File: src/rtl/core/cke_pkg.sv
`default_nettype none

package cke_pkg;

    // fixed-point format of operands and results
    localparam int VALUE_WIDTH   = 48;
    localparam int FRACTION_BITS = 16;

    // magnitude before final saturation: rounded product or rounded quotient
    localparam int MAG_WIDTH =
        (((2 * VALUE_WIDTH - FRACTION_BITS) > (VALUE_WIDTH + FRACTION_BITS)) ?
         (2 * VALUE_WIDTH - FRACTION_BITS) : (VALUE_WIDTH + FRACTION_BITS)) + 1;

    // fraction digit weight, digit * 2^fraction_bits / 10^position
    localparam int WEIGHT_WIDTH = FRACTION_BITS + 4;

    // fraction position holds 0 up to six fraction digits plus one
    localparam int POS_WIDTH = 3;

    // key kinds
    typedef enum logic [2:0] {
        KEY_DIGIT    = 3'd0,
        KEY_POINT    = 3'd1,
        KEY_OPERATOR = 3'd2,
        KEY_EQUALS   = 3'd3,
        KEY_CLEAR    = 3'd4
    } key_kind_t;

    // operator codes
    typedef enum logic [2:0] {
        OP_NONE = 3'd0,
        OP_ADD  = 3'd1,
        OP_SUB  = 3'd2,
        OP_MUL  = 3'd3,
        OP_DIV  = 3'd4
    } op_code_t;

    // datapath operations
    typedef enum logic [3:0] {
        DP_NOP,
        DP_CLEAR,
        DP_DIG_MUL,
        DP_DIG_ADD,
        DP_FRAC_ADD,
        DP_ECHO,
        DP_SUM,
        DP_MUL_INIT,
        DP_MUL_STEP,
        DP_DIV_INIT,
        DP_DIV_STEP,
        DP_MUL_ROUND,
        DP_DIV_ROUND,
        DP_PACK,
        DP_FIRST
    } dp_op_t;

    typedef struct packed {
        dp_op_t                 op;
        logic                   sel_second;
        logic                   subtract;
        logic [3:0]             digit;
        logic [POS_WIDTH-1:0]   frac_pos;
    } dp_cmd_t;

    typedef struct packed {
        logic second_zero;
    } dp_status_t;

    typedef struct packed {
        logic [2:0] req_type;
        logic [3:0] digit_value;
        logic [2:0] operator_code;
    } key_item_t;

    typedef struct packed {
        logic signed [VALUE_WIDTH-1:0] display_value;
        logic                          is_result;
        logic                          saturated;
    } res_item_t;

endpackage

`default_nettype wire

File: src/rtl/core/calculator_key_engine_core.sv
// Key-press engine of a four-function calculator: one key beat at a time (digit, decimal
// point, operator, equals, clear), operands and results in signed fixed point with 16
// fraction bits, saturated on overflow. A digit yields an echo beat of the operand being
// entered, equals yields a result beat; point, operator and clear keys yield no beat.
// Point, operator and clear are handled in the idle state; an integer digit scales the
// operand by ten and then adds the digit, a fraction digit adds its weight; add and
// subtract use a sum step; multiply runs a one-bit-per-cycle shift-add unit, divide a
// restoring divider that retires one quotient bit per cycle, each then rounds and packs.
// A new key is taken while a finished beat still waits in the result register; the last
// step of the next key waits until that register is free.
`default_nettype none

module calculator_key_engine_core #(
    parameter int MAX_FRACTION_DIGITS = 4
) (
    input  logic               clk,
    input  logic               rst_n,
    input  logic               key_valid,
    output logic               key_ready,
    input  cke_pkg::key_item_t key_item,
    output logic               res_valid,
    input  logic               res_ready,
    output cke_pkg::res_item_t res_item
);
    import cke_pkg::*;

    dp_cmd_t                 cmd;
    dp_status_t              status;
    logic                    is_result;
    logic [VALUE_WIDTH-1:0]  value;
    logic                    value_sat;

    // key sequencing
    cke_ctrl #(
        .MAX_FRACTION_DIGITS (MAX_FRACTION_DIGITS)
    ) u_ctrl (
        .clk           (clk),
        .rst_n         (rst_n),
        .key_valid     (key_valid),
        .key_ready     (key_ready),
        .key_item      (key_item),
        .res_valid     (res_valid),
        .res_ready     (res_ready),
        .res_is_result (is_result),
        .cmd           (cmd),
        .status        (status)
    );

    // operands and arithmetic
    cke_datapath #(
        .MAX_FRACTION_DIGITS (MAX_FRACTION_DIGITS)
    ) u_datapath (
        .clk       (clk),
        .rst_n     (rst_n),
        .cmd       (cmd),
        .status    (status),
        .value     (value),
        .value_sat (value_sat)
    );

    // result beat
    assign res_item.display_value = value;
    assign res_item.is_result     = is_result;
    assign res_item.saturated     = value_sat;

endmodule

`default_nettype wire

File: src/rtl/core/cke_datapath.sv
`default_nettype none

module cke_datapath #(
    parameter int MAX_FRACTION_DIGITS = 4
) (
    input  logic                                  clk,
    input  logic                                  rst_n,
    input  cke_pkg::dp_cmd_t                      cmd,
    output cke_pkg::dp_status_t                   status,
    output logic signed [cke_pkg::VALUE_WIDTH-1:0] value,
    output logic                                  value_sat
);
    import cke_pkg::*;

    localparam int W     = VALUE_WIDTH;
    localparam int FB    = FRACTION_BITS;
    localparam int IDX_W = (MAX_FRACTION_DIGITS > 1) ? $clog2(MAX_FRACTION_DIGITS) : 1;

    localparam logic [W-1:0]         MAX_POS = {1'b0, {(W-1){1'b1}}};
    localparam logic [W-1:0]         MIN_NEG = {1'b1, {(W-1){1'b0}}};
    localparam logic [MAG_WIDTH-1:0] LIM_NEG = MAG_WIDTH'(1) << (W - 1);
    localparam logic [MAG_WIDTH-1:0] LIM_POS = LIM_NEG - MAG_WIDTH'(1);

    // operand state
    logic [W-1:0] first_reg, first_next;
    logic [W-1:0] second_reg, second_next;

    // working registers
    logic [W-1:0]         work_reg, work_next;
    logic                 work_sat_reg, work_sat_next;
    logic [W-1:0]         mcand_reg, mcand_next;
    logic [W-1:0]         hi_reg, hi_next;
    logic [W+FB-1:0]      lo_reg, lo_next;
    logic [MAG_WIDTH-1:0] mag_reg, mag_next;
    logic                 neg_reg, neg_next;
    logic [W-1:0]         val_reg, val_next;
    logic                 val_sat_reg, val_sat_next;

    // fraction weight table, rounded half up
    logic [WEIGHT_WIDTH-1:0] frac_tab [10][MAX_FRACTION_DIGITS];

    for (genvar gd = 0; gd < 10; gd++) begin : g_digit
        for (genvar gp = 0; gp < MAX_FRACTION_DIGITS; gp++) begin : g_pos
            localparam longint unsigned POW = 10 ** (gp + 1);
            localparam longint unsigned WT  = ((64'(gd) << FB) + POW / 2) / POW;
            assign frac_tab[gd][gp] = WEIGHT_WIDTH'(WT);
        end
    end

    logic [W-1:0]            opnd;
    logic [W-1:0]            abs_first;
    logic [W-1:0]            abs_second;
    logic [IDX_W-1:0]        frac_idx;
    logic [WEIGHT_WIDTH-1:0] weight;
    logic [W+4:0]            prod10;
    logic                    prod10_ovf;
    logic [W:0]              dig_sum;
    logic [W:0]              frac_sum;
    logic [W+1:0]            a_ext;
    logic [W+1:0]            b_ext;
    logic [W+1:0]            ab_sum;
    logic                    ab_ovf;
    logic [W:0]              mul_t;
    logic [W:0]              rem_sh;
    logic [W:0]              rem_diff;
    logic                    rem_ge;
    logic [2*W-1:0]          prod;
    logic                    div_half;

    // shared operand and magnitude terms
    always_comb
    begin
        opnd       = cmd.sel_second ? second_reg : first_reg;
        abs_first  = first_reg[W-1] ? (W'(0) - first_reg) : first_reg;
        abs_second = second_reg[W-1] ? (W'(0) - second_reg) : second_reg;
        frac_idx   = IDX_W'(cmd.frac_pos - POS_WIDTH'(1));
        weight     = frac_tab[cmd.digit][frac_idx];
    end

    // digit entry arithmetic
    always_comb
    begin
        prod10     = {{5{opnd[W-1]}}, opnd} * (W+5)'(10);
        prod10_ovf = !((&prod10[W+4:W-1]) || !(|prod10[W+4:W-1]));
        dig_sum    = {work_reg[W-1], work_reg} + ((W+1)'(cmd.digit) << FB);
        frac_sum   = {opnd[W-1], opnd} + (W+1)'(weight);
    end

    // add and subtract
    always_comb
    begin
        a_ext  = {{2{first_reg[W-1]}}, first_reg};
        b_ext  = {{2{second_reg[W-1]}}, second_reg};
        ab_sum = cmd.subtract ? (a_ext - b_ext) : (a_ext + b_ext);
        ab_ovf = !((&ab_sum[W+1:W-1]) || !(|ab_sum[W+1:W-1]));
    end

    // shift-add multiply and restoring divide steps, rounding terms
    always_comb
    begin
        mul_t    = {1'b0, hi_reg} + (lo_reg[0] ? {1'b0, mcand_reg} : (W+1)'(0));
        rem_sh   = {hi_reg, lo_reg[W+FB-1]};
        rem_diff = rem_sh - {1'b0, mcand_reg};
        rem_ge   = rem_sh >= {1'b0, mcand_reg};
        prod     = {hi_reg, lo_reg[W-1:0]};
        div_half = {hi_reg, 1'b0} >= {1'b0, mcand_reg};
    end

    // next values per command
    always_comb
    begin
        first_next    = first_reg;
        second_next   = second_reg;
        work_next     = work_reg;
        work_sat_next = work_sat_reg;
        mcand_next    = mcand_reg;
        hi_next       = hi_reg;
        lo_next       = lo_reg;
        mag_next      = mag_reg;
        neg_next      = neg_reg;
        val_next      = val_reg;
        val_sat_next  = val_sat_reg;

        case (cmd.op)
            DP_CLEAR:
            begin
                first_next  = '0;
                second_next = '0;
            end
            DP_DIG_MUL:
            begin
                work_sat_next = prod10_ovf;
                if (prod10_ovf)
                begin
                    work_next = prod10[W+4] ? MIN_NEG : MAX_POS;
                end
                else
                begin
                    work_next = prod10[W-1:0];
                end
            end
            DP_DIG_ADD:
            begin
                if (dig_sum[W] != dig_sum[W-1])
                begin
                    val_next     = dig_sum[W] ? MIN_NEG : MAX_POS;
                    val_sat_next = 1'b1;
                end
                else
                begin
                    val_next     = dig_sum[W-1:0];
                    val_sat_next = work_sat_reg;
                end
                if (cmd.sel_second)
                begin
                    second_next = val_next;
                end
                else
                begin
                    first_next = val_next;
                end
            end
            DP_FRAC_ADD:
            begin
                if (frac_sum[W] != frac_sum[W-1])
                begin
                    val_next     = frac_sum[W] ? MIN_NEG : MAX_POS;
                    val_sat_next = 1'b1;
                end
                else
                begin
                    val_next     = frac_sum[W-1:0];
                    val_sat_next = 1'b0;
                end
                if (cmd.sel_second)
                begin
                    second_next = val_next;
                end
                else
                begin
                    first_next = val_next;
                end
            end
            DP_ECHO:
            begin
                val_next     = opnd;
                val_sat_next = 1'b0;
            end
            DP_SUM:
            begin
                val_sat_next = ab_ovf;
                if (ab_ovf)
                begin
                    val_next = ab_sum[W+1] ? MIN_NEG : MAX_POS;
                end
                else
                begin
                    val_next = ab_sum[W-1:0];
                end
            end
            DP_MUL_INIT:
            begin
                neg_next   = first_reg[W-1] ^ second_reg[W-1];
                mcand_next = abs_first;
                hi_next    = '0;
                lo_next    = (W+FB)'(abs_second);
            end
            DP_MUL_STEP:
            begin
                hi_next = mul_t[W:1];
                lo_next = (W+FB)'({mul_t[0], lo_reg[W-1:1]});
            end
            DP_DIV_INIT:
            begin
                neg_next   = first_reg[W-1] ^ second_reg[W-1];
                mcand_next = abs_second;
                hi_next    = '0;
                lo_next    = {abs_first, FB'(0)};
            end
            DP_DIV_STEP:
            begin
                hi_next = rem_ge ? rem_diff[W-1:0] : rem_sh[W-1:0];
                lo_next = {lo_reg[W+FB-2:0], rem_ge};
            end
            DP_MUL_ROUND:
            begin
                mag_next = MAG_WIDTH'(prod[2*W-1:FB]) + MAG_WIDTH'(prod[FB-1]);
            end
            DP_DIV_ROUND:
            begin
                mag_next = MAG_WIDTH'(lo_reg) + MAG_WIDTH'(div_half);
            end
            DP_PACK:
            begin
                if (neg_reg)
                begin
                    val_sat_next = mag_reg > LIM_NEG;
                    val_next     = (mag_reg > LIM_NEG) ? MIN_NEG : (W'(0) - mag_reg[W-1:0]);
                end
                else
                begin
                    val_sat_next = mag_reg > LIM_POS;
                    val_next     = (mag_reg > LIM_POS) ? MAX_POS : mag_reg[W-1:0];
                end
            end
            DP_FIRST:
            begin
                val_next     = first_reg;
                val_sat_next = 1'b0;
            end
            default:
            begin
            end
        endcase
    end

    // operand state
    always_ff @(posedge clk or negedge rst_n)
    begin
        if (!rst_n)
        begin
            first_reg  <= '0;
            second_reg <= '0;
        end
        else
        begin
            first_reg  <= first_next;
            second_reg <= second_next;
        end
    end

    // working and result registers
    always_ff @(posedge clk)
    begin
        work_reg     <= work_next;
        work_sat_reg <= work_sat_next;
        mcand_reg    <= mcand_next;
        hi_reg       <= hi_next;
        lo_reg       <= lo_next;
        mag_reg      <= mag_next;
        neg_reg      <= neg_next;
        val_reg      <= val_next;
        val_sat_reg  <= val_sat_next;
    end

    assign status.second_zero = (second_reg == '0);
    assign value              = val_reg;
    assign value_sat          = val_sat_reg;

endmodule

`default_nettype wire

File: src/rtl/core/cke_ctrl.sv
`default_nettype none

module cke_ctrl #(
    parameter int MAX_FRACTION_DIGITS = 4
) (
    input  logic                clk,
    input  logic                rst_n,
    input  logic                key_valid,
    output logic                key_ready,
    input  cke_pkg::key_item_t  key_item,
    output logic                res_valid,
    input  logic                res_ready,
    output logic                res_is_result,
    output cke_pkg::dp_cmd_t    cmd,
    input  cke_pkg::dp_status_t status
);
    import cke_pkg::*;

    localparam int CNT_W = $clog2(VALUE_WIDTH + FRACTION_BITS);

    typedef enum logic [3:0] {
        S_IDLE,
        S_DIG_ADD,
        S_FRAC,
        S_ECHO,
        S_SUM,
        S_MUL,
        S_DIV,
        S_ROUND,
        S_PACK,
        S_FIRST
    } state_t;

    state_t               state_reg, state_next;
    op_code_t             pend_reg, pend_next;
    logic [POS_WIDTH-1:0] pos_reg, pos_next;
    logic [3:0]           digit_reg, digit_next;
    logic [CNT_W-1:0]     cnt_reg, cnt_next;
    logic                 res_valid_reg, res_valid_next;
    logic                 is_result_reg, is_result_next;
    logic                 slot_free;

    assign slot_free = !res_valid_reg || res_ready;

    // sequencing and key decode
    always_comb
    begin
        state_next     = state_reg;
        pend_next      = pend_reg;
        pos_next       = pos_reg;
        digit_next     = digit_reg;
        cnt_next       = cnt_reg;
        res_valid_next = res_valid_reg;
        is_result_next = is_result_reg;

        cmd.op         = DP_NOP;
        cmd.sel_second = (pend_reg != OP_NONE);
        cmd.subtract   = (pend_reg == OP_SUB);
        cmd.digit      = digit_reg;
        cmd.frac_pos   = pos_reg;

        // result beat taken
        if (res_valid_reg && res_ready)
        begin
            res_valid_next = 1'b0;
        end

        case (state_reg)
            S_IDLE:
            begin
                if (key_valid)
                begin
                    digit_next = key_item.digit_value;
                    case (key_item.req_type)
                        KEY_DIGIT:
                        begin
                            if (key_item.digit_value <= 4'd9)
                            begin
                                if (pos_reg == '0)
                                begin
                                    cmd.op     = DP_DIG_MUL;
                                    state_next = S_DIG_ADD;
                                end
                                else if (pos_reg <= POS_WIDTH'(MAX_FRACTION_DIGITS))
                                begin
                                    state_next = S_FRAC;
                                end
                                else
                                begin
                                    state_next = S_ECHO;
                                end
                            end
                        end
                        KEY_POINT:
                        begin
                            if (pos_reg == '0)
                            begin
                                pos_next = POS_WIDTH'(1);
                            end
                        end
                        KEY_OPERATOR:
                        begin
                            if (key_item.operator_code inside {[OP_ADD:OP_DIV]})
                            begin
                                pend_next = op_code_t'(key_item.operator_code);
                                pos_next  = '0;
                            end
                        end
                        KEY_EQUALS:
                        begin
                            pos_next = '0;
                            case (pend_reg)
                                OP_ADD, OP_SUB:
                                begin
                                    state_next = S_SUM;
                                end
                                OP_MUL:
                                begin
                                    cmd.op     = DP_MUL_INIT;
                                    cnt_next   = '0;
                                    state_next = S_MUL;
                                end
                                OP_DIV:
                                begin
                                    if (status.second_zero)
                                    begin
                                        state_next = S_FIRST;
                                    end
                                    else
                                    begin
                                        cmd.op     = DP_DIV_INIT;
                                        cnt_next   = '0;
                                        state_next = S_DIV;
                                    end
                                end
                                default:
                                begin
                                    state_next = S_FIRST;
                                end
                            endcase
                        end
                        KEY_CLEAR:
                        begin
                            pend_next = OP_NONE;
                            pos_next  = '0;
                            cmd.op    = DP_CLEAR;
                        end
                        default:
                        begin
                        end
                    endcase
                end
            end
            S_DIG_ADD, S_FRAC, S_ECHO, S_SUM, S_PACK, S_FIRST:
            begin
                // final step loads the result register once it is free
                if (slot_free)
                begin
                    res_valid_next = 1'b1;
                    is_result_next = 1'b0;
                    state_next     = S_IDLE;
                    case (state_reg)
                        S_DIG_ADD:
                        begin
                            cmd.op = DP_DIG_ADD;
                        end
                        S_FRAC:
                        begin
                            cmd.op   = DP_FRAC_ADD;
                            pos_next = pos_reg + POS_WIDTH'(1);
                        end
                        S_ECHO:
                        begin
                            cmd.op = DP_ECHO;
                        end
                        S_SUM:
                        begin
                            cmd.op         = DP_SUM;
                            is_result_next = 1'b1;
                        end
                        S_PACK:
                        begin
                            cmd.op         = DP_PACK;
                            is_result_next = 1'b1;
                        end
                        default:
                        begin
                            cmd.op         = DP_FIRST;
                            is_result_next = 1'b1;
                        end
                    endcase
                end
            end
            S_MUL:
            begin
                cmd.op   = DP_MUL_STEP;
                cnt_next = cnt_reg + CNT_W'(1);
                if (cnt_reg == CNT_W'(VALUE_WIDTH - 1))
                begin
                    state_next = S_ROUND;
                end
            end
            S_DIV:
            begin
                cmd.op   = DP_DIV_STEP;
                cnt_next = cnt_reg + CNT_W'(1);
                if (cnt_reg == CNT_W'(VALUE_WIDTH + FRACTION_BITS - 1))
                begin
                    state_next = S_ROUND;
                end
            end
            S_ROUND:
            begin
                cmd.op     = (pend_reg == OP_MUL) ? DP_MUL_ROUND : DP_DIV_ROUND;
                state_next = S_PACK;
            end
            default:
            begin
                state_next = S_IDLE;
            end
        endcase
    end

    // state and registered outputs
    always_ff @(posedge clk or negedge rst_n)
    begin
        if (!rst_n)
        begin
            state_reg     <= S_IDLE;
            pend_reg      <= OP_NONE;
            pos_reg       <= '0;
            digit_reg     <= '0;
            cnt_reg       <= '0;
            res_valid_reg <= 1'b0;
            is_result_reg <= 1'b0;
        end
        else
        begin
            state_reg     <= state_next;
            pend_reg      <= pend_next;
            pos_reg       <= pos_next;
            digit_reg     <= digit_next;
            cnt_reg       <= cnt_next;
            res_valid_reg <= res_valid_next;
            is_result_reg <= is_result_next;
        end
    end

    assign key_ready     = (state_reg == S_IDLE);
    assign res_valid     = res_valid_reg;
    assign res_is_result = is_result_reg;

endmodule

`default_nettype wire

File: config.mk
export PLATFORM = sky130hd
export DESIGN_NAME = calculator_key_engine_core
export DESIGN_NICKNAME = d
export VERILOG_FILES = /design/src/rtl/core/cke_pkg.sv /design/src/rtl/core/calculator_key_engine_core.sv /design/src/rtl/core/cke_datapath.sv /design/src/rtl/core/cke_ctrl.sv
export SDC_FILE = /design/constraint.sdc
export NUM_CORES = 2
export LEC_CHECK = 0
export ABC_AREA = 1
export BUFFER_PORTS_ARGS = -buffer_cell sky130_fd_sc_hd__buf_2
export CORE_AREA = 3 3 308 431
export DETAILED_ROUTE_END_ITERATION = 10
export DIE_AREA = 0 0 311 434
export PLACE_DENSITY = 0.59
export SETUP_SLACK_MARGIN = 0.1
export SLEW_MARGIN = 20
export SYNTH_ARGS = -nofsm -noshare
export SYNTH_HDL_FRONTEND = slang
export SYNTH_SLANG_ARGS = --single-unit
File: constraint.sdc
create_clock -name clk -period 23 [get_ports clk]
set_clock_uncertainty 0.05 [all_clocks]
set_input_delay 0 -clock clk [delete_from_list [all_inputs] [get_ports clk]]
set_output_delay 0 -clock clk [all_outputs]
set_load 0.01 [all_outputs]
==> flow_metrics.env <==
export IMPL_antenna_violating_nets_post_route=0
export IMPL_layout_commonest_cell="nand2_1"
export IMPL_flow_area_growth_from_synthesis_pct=9.34
export IMPL_synth_area_leaders="edfxtp_1, nand2_1, inv_1"
export IMPL_cts_sink_count=458
export IMPL_setup_worst_path_start_class="register"
export IMPL_detail_route_drc_violations=2
export IMPL_worstMarginPinSlew_ps=1260
export IMPL_io_buffers=65
export IMPL_path_max_fanout=42
export IMPL_fillers=14500
export IMPL_slowest_delay_ps=710
export IMPL_ios=66
export IMPL_worst_endpoint_required_ps=23370
export IMPL_grt_first_pass_wirelength_um=422000
export IMPL_effective_utilization_at_floorplan_pct=38.9
export IMPL_largest_register_ffs=81
export IMPL_post_synth_top_area_fraction_pct=20.3
export IMPL_synth_sequential_area_ratio_pct=26.2
export IMPL_fin_crit_sh_pct=32.2
export IMPL_synth_fp_nets=8317
export IMPL_worst_slew_margin_rel_pct=15.4
export IMPL_min_delay_path_class="input port to register"
export IMPL_timing_max_transition_violations_final=0
export IMPL_worst_endpoint_arrival_ps=7780
export IMPL_setup_reg_to_reg_worst_slack_ps=15580
export IMPL_finalWeightedCongestion=1.15
export IMPL_num_nets_final=8332
export IMPL_die_area_mm2=0.135
export IMPL_detail_route_vias_per_cell=5.90
export IMPL_clock_tree_htree_level_count=2
export IMPL_crit_path_end_kind="register"
export IMPL_unrepaired_setup_endpoints_after_global_routing="no"
export IMPL_clkTransAtPathRegs_ps=70
export IMPL_cp_slowest_cell="a21oi_1"
export IMPL_violations="DRC"
export IMPL_cts_buffers=53
export IMPL_setup_violations_final=0
export IMPL_globalRouteTotalUtil_pct=43.9
export IMPL_fp_dieW_um=311
export IMPL_worst_hold_stages=5
export IMPL_mappedNetlistArea_mm2=0.0503
export IMPL_max_clock_path_buffers=3
export IMPL_timing_fmax_ghz=0.135
export IMPL_number_of_detailed_routing_iterations_run_before_antenna_repair=9
export IMPL_synth_largest_area_cell="edfxtp_1"
export IMPL_critical_path_class="register to register"
export IMPL_grt_max_degree=97
export IMPL_worstRegToRegCells=25
export IMPL_finalSetupTns_ps=0
export IMPL_total_half_perimeter_wirelength_after_legalization_and_detailed_placement_um=249000
export IMPL_chip_height_um=434
export IMPL_dr_total_vias=58100
export IMPL_share_of_the_core_filled_with_cells_pct=42.6
export IMPL_routed_wirelength_um=303000
export IMPL_synth_ff_type="edfxtp_1"
export IMPL_std_cell_rows=156
export IMPL_wire_per_inst_um=30.8
export IMPL_synthCells=8022
export IMPL_final_cell_area_mm2=0.0550
export IMPL_cts_root_buf="clkbuf_16"
export IMPL_detail_route_iter0_violations=5727
export IMPL_most_common_layout_cells="nand2_1, inv_1, nor2_1"
export IMPL_synth_enable_flop_cells=340
export IMPL_initial_antenna_violation_count=18
export IMPL_grt_overflow_total=0
export IMPL_final_min_clock_period_ps=7420
export IMPL_synthesis_stage_register_bit_count=458
export IMPL_place_area_mm2=0.0526
export IMPL_ys_async_sr_fraction_pct=25.8
export IMPL_grt_pass1_vias=57700
export IMPL_status="finished with violations"
export IMPL_cts_tree="yes"
export IMPL_yosys_cell_types_count=66
export IMPL_clk_latency_ps=710
export IMPL_layout_drive_gt1_share_pct=4.67
export IMPL_synth_yosys_warnings=0
export IMPL_critical_path_top_cell_by_count="nand2_1"
export IMPL_core_region_area_mm2=0.129
export IMPL_report_final_hold_viol_count=0
export IMPL_postSynthAreaPerCell_um2=6.27
export IMPL_maxCapViolCount=0
export IMPL_post_cts_setup_buffer_count=0
## path summary, 6_finish.rpt
path / end / startpoint
worst max-delay path: u_datapath.value[22]$_DFFE_PP_ / u_datapath.second_reg[20]$_DFFE_PN0P_
worst max register to register: u_datapath.value[22]$_DFFE_PP_ / u_datapath.second_reg[20]$_DFFE_PN0P_
worst min register to register: u_ctrl.cnt_reg[5]$_DFFE_PN0P_ / u_ctrl.cnt_reg[5]$_DFFE_PN0P_
max in group asynchronous: u_datapath.first_reg[40]$_DFFE_PN0P_ / rst_n
worst min-delay path: u_ctrl.res_valid$_DFF_PN0_ / res_ready
min in group asynchronous: u_datapath.second_reg[21]$_DFFE_PN0P_ / rst_n
## logic make-up (layout without fill, tap and decap cells)
logic type,count (synthesis),in the layout,synth area share [%]
AO/OA/AOI/OAI,1293,1293,14.4
other,0,27,0
flip-flops,458,458,26.2
buffers and inverters,1243,1301,9.52
AND/OR/NAND/NOR,4364,4364,36.1
multiplexers,1,1,0.0199
XOR/XNOR,382,382,6.65
adder cells (fa/ha/maj),281,281,7.08
## through the flow
step | worst slack, ps | hold slack, ps | cells
6_report | 15580 | 189 | 9845
5_1_grt | 15420 | 232 | 9835
4_1_cts | 16110 | 145 | 9817
3_5_place_dp | 16150 | 157 | 9685
3_3_place_gp | 16160 | 157 | 9684
2_1_floorplan | 14920 | -346 | 8022
## area by class of cell
type                       count  area (µm²)  share of cell area (%)
clock buffer                  67        1460                    2.66
antenna                       27        67.6                   0.123
sequential                   458       13200                    23.9
multi-input combinational   6321       32500                    59.0
tap                         1738        2170                    3.95
clock inverter                31         447                   0.812
inverter                    1004        3770                    6.85
timing repair buffer         199        1440                    2.62
## worst max-delay path, delay by kind of cell, from the launching register on
kind                       cells  cell delay, ps
DFF                            1             500
xor gates and xnor gates       1             170
AOI/OAI and AO/OA              3            1160
adders and majority gates      1             540
buffers and inverters          3             690
and+or+nand+nor               17            3970
## per-layer routing
metal / track usage, % / vias up / routed length [µm]
met5: 0 / - / 36
met4: 53.1 / 6 / 45400
met3: 8.28 / 1362 / 19200
met2: 76.3 / 3006 / 145000
met1: 39.8 / 27200 / 93300
li1: - / 26500 / -
## cells in the mapped netlist (9+ instances only)
cell type	instances
nor4_1	42
a31oi_1	58
inv_1	983
xor2_1	284
nand3_1	521
nand3b_1	22
o221ai_1	19
o21bai_1	36
buf_1	20
clkbuf_1	171
o21ai_1	58
a22oi_1	12
nand4_1	172
edfxtp_1	340
inv_2	15
nor2_2	13
nand2_1	2417
nand2_2	9
o22ai_1	30
a21o_1	30
dfrtp_1	118
o21ai_0	496
o31ai_1	10
nor2_1	922
ha_1	275
o2111ai_1	22
or2_2	30
xnor2_1	98
nor3_1	177
o21a_1	18
o21ai_2	12
a21oi_1	443
buf_2	34
o211ai_1	17
nor3b_1	12
## repair_timing
action	in CTS	in global routing
hold endpoints to repair	83	0
gates resized for setup	0	0
endpoints found under the setup margin	0	0
hold buffers	34	0
Power is left out: the tool's default activity adds up to more than one toggle a clock period on the data nets, which glitch-free logic cannot reach.
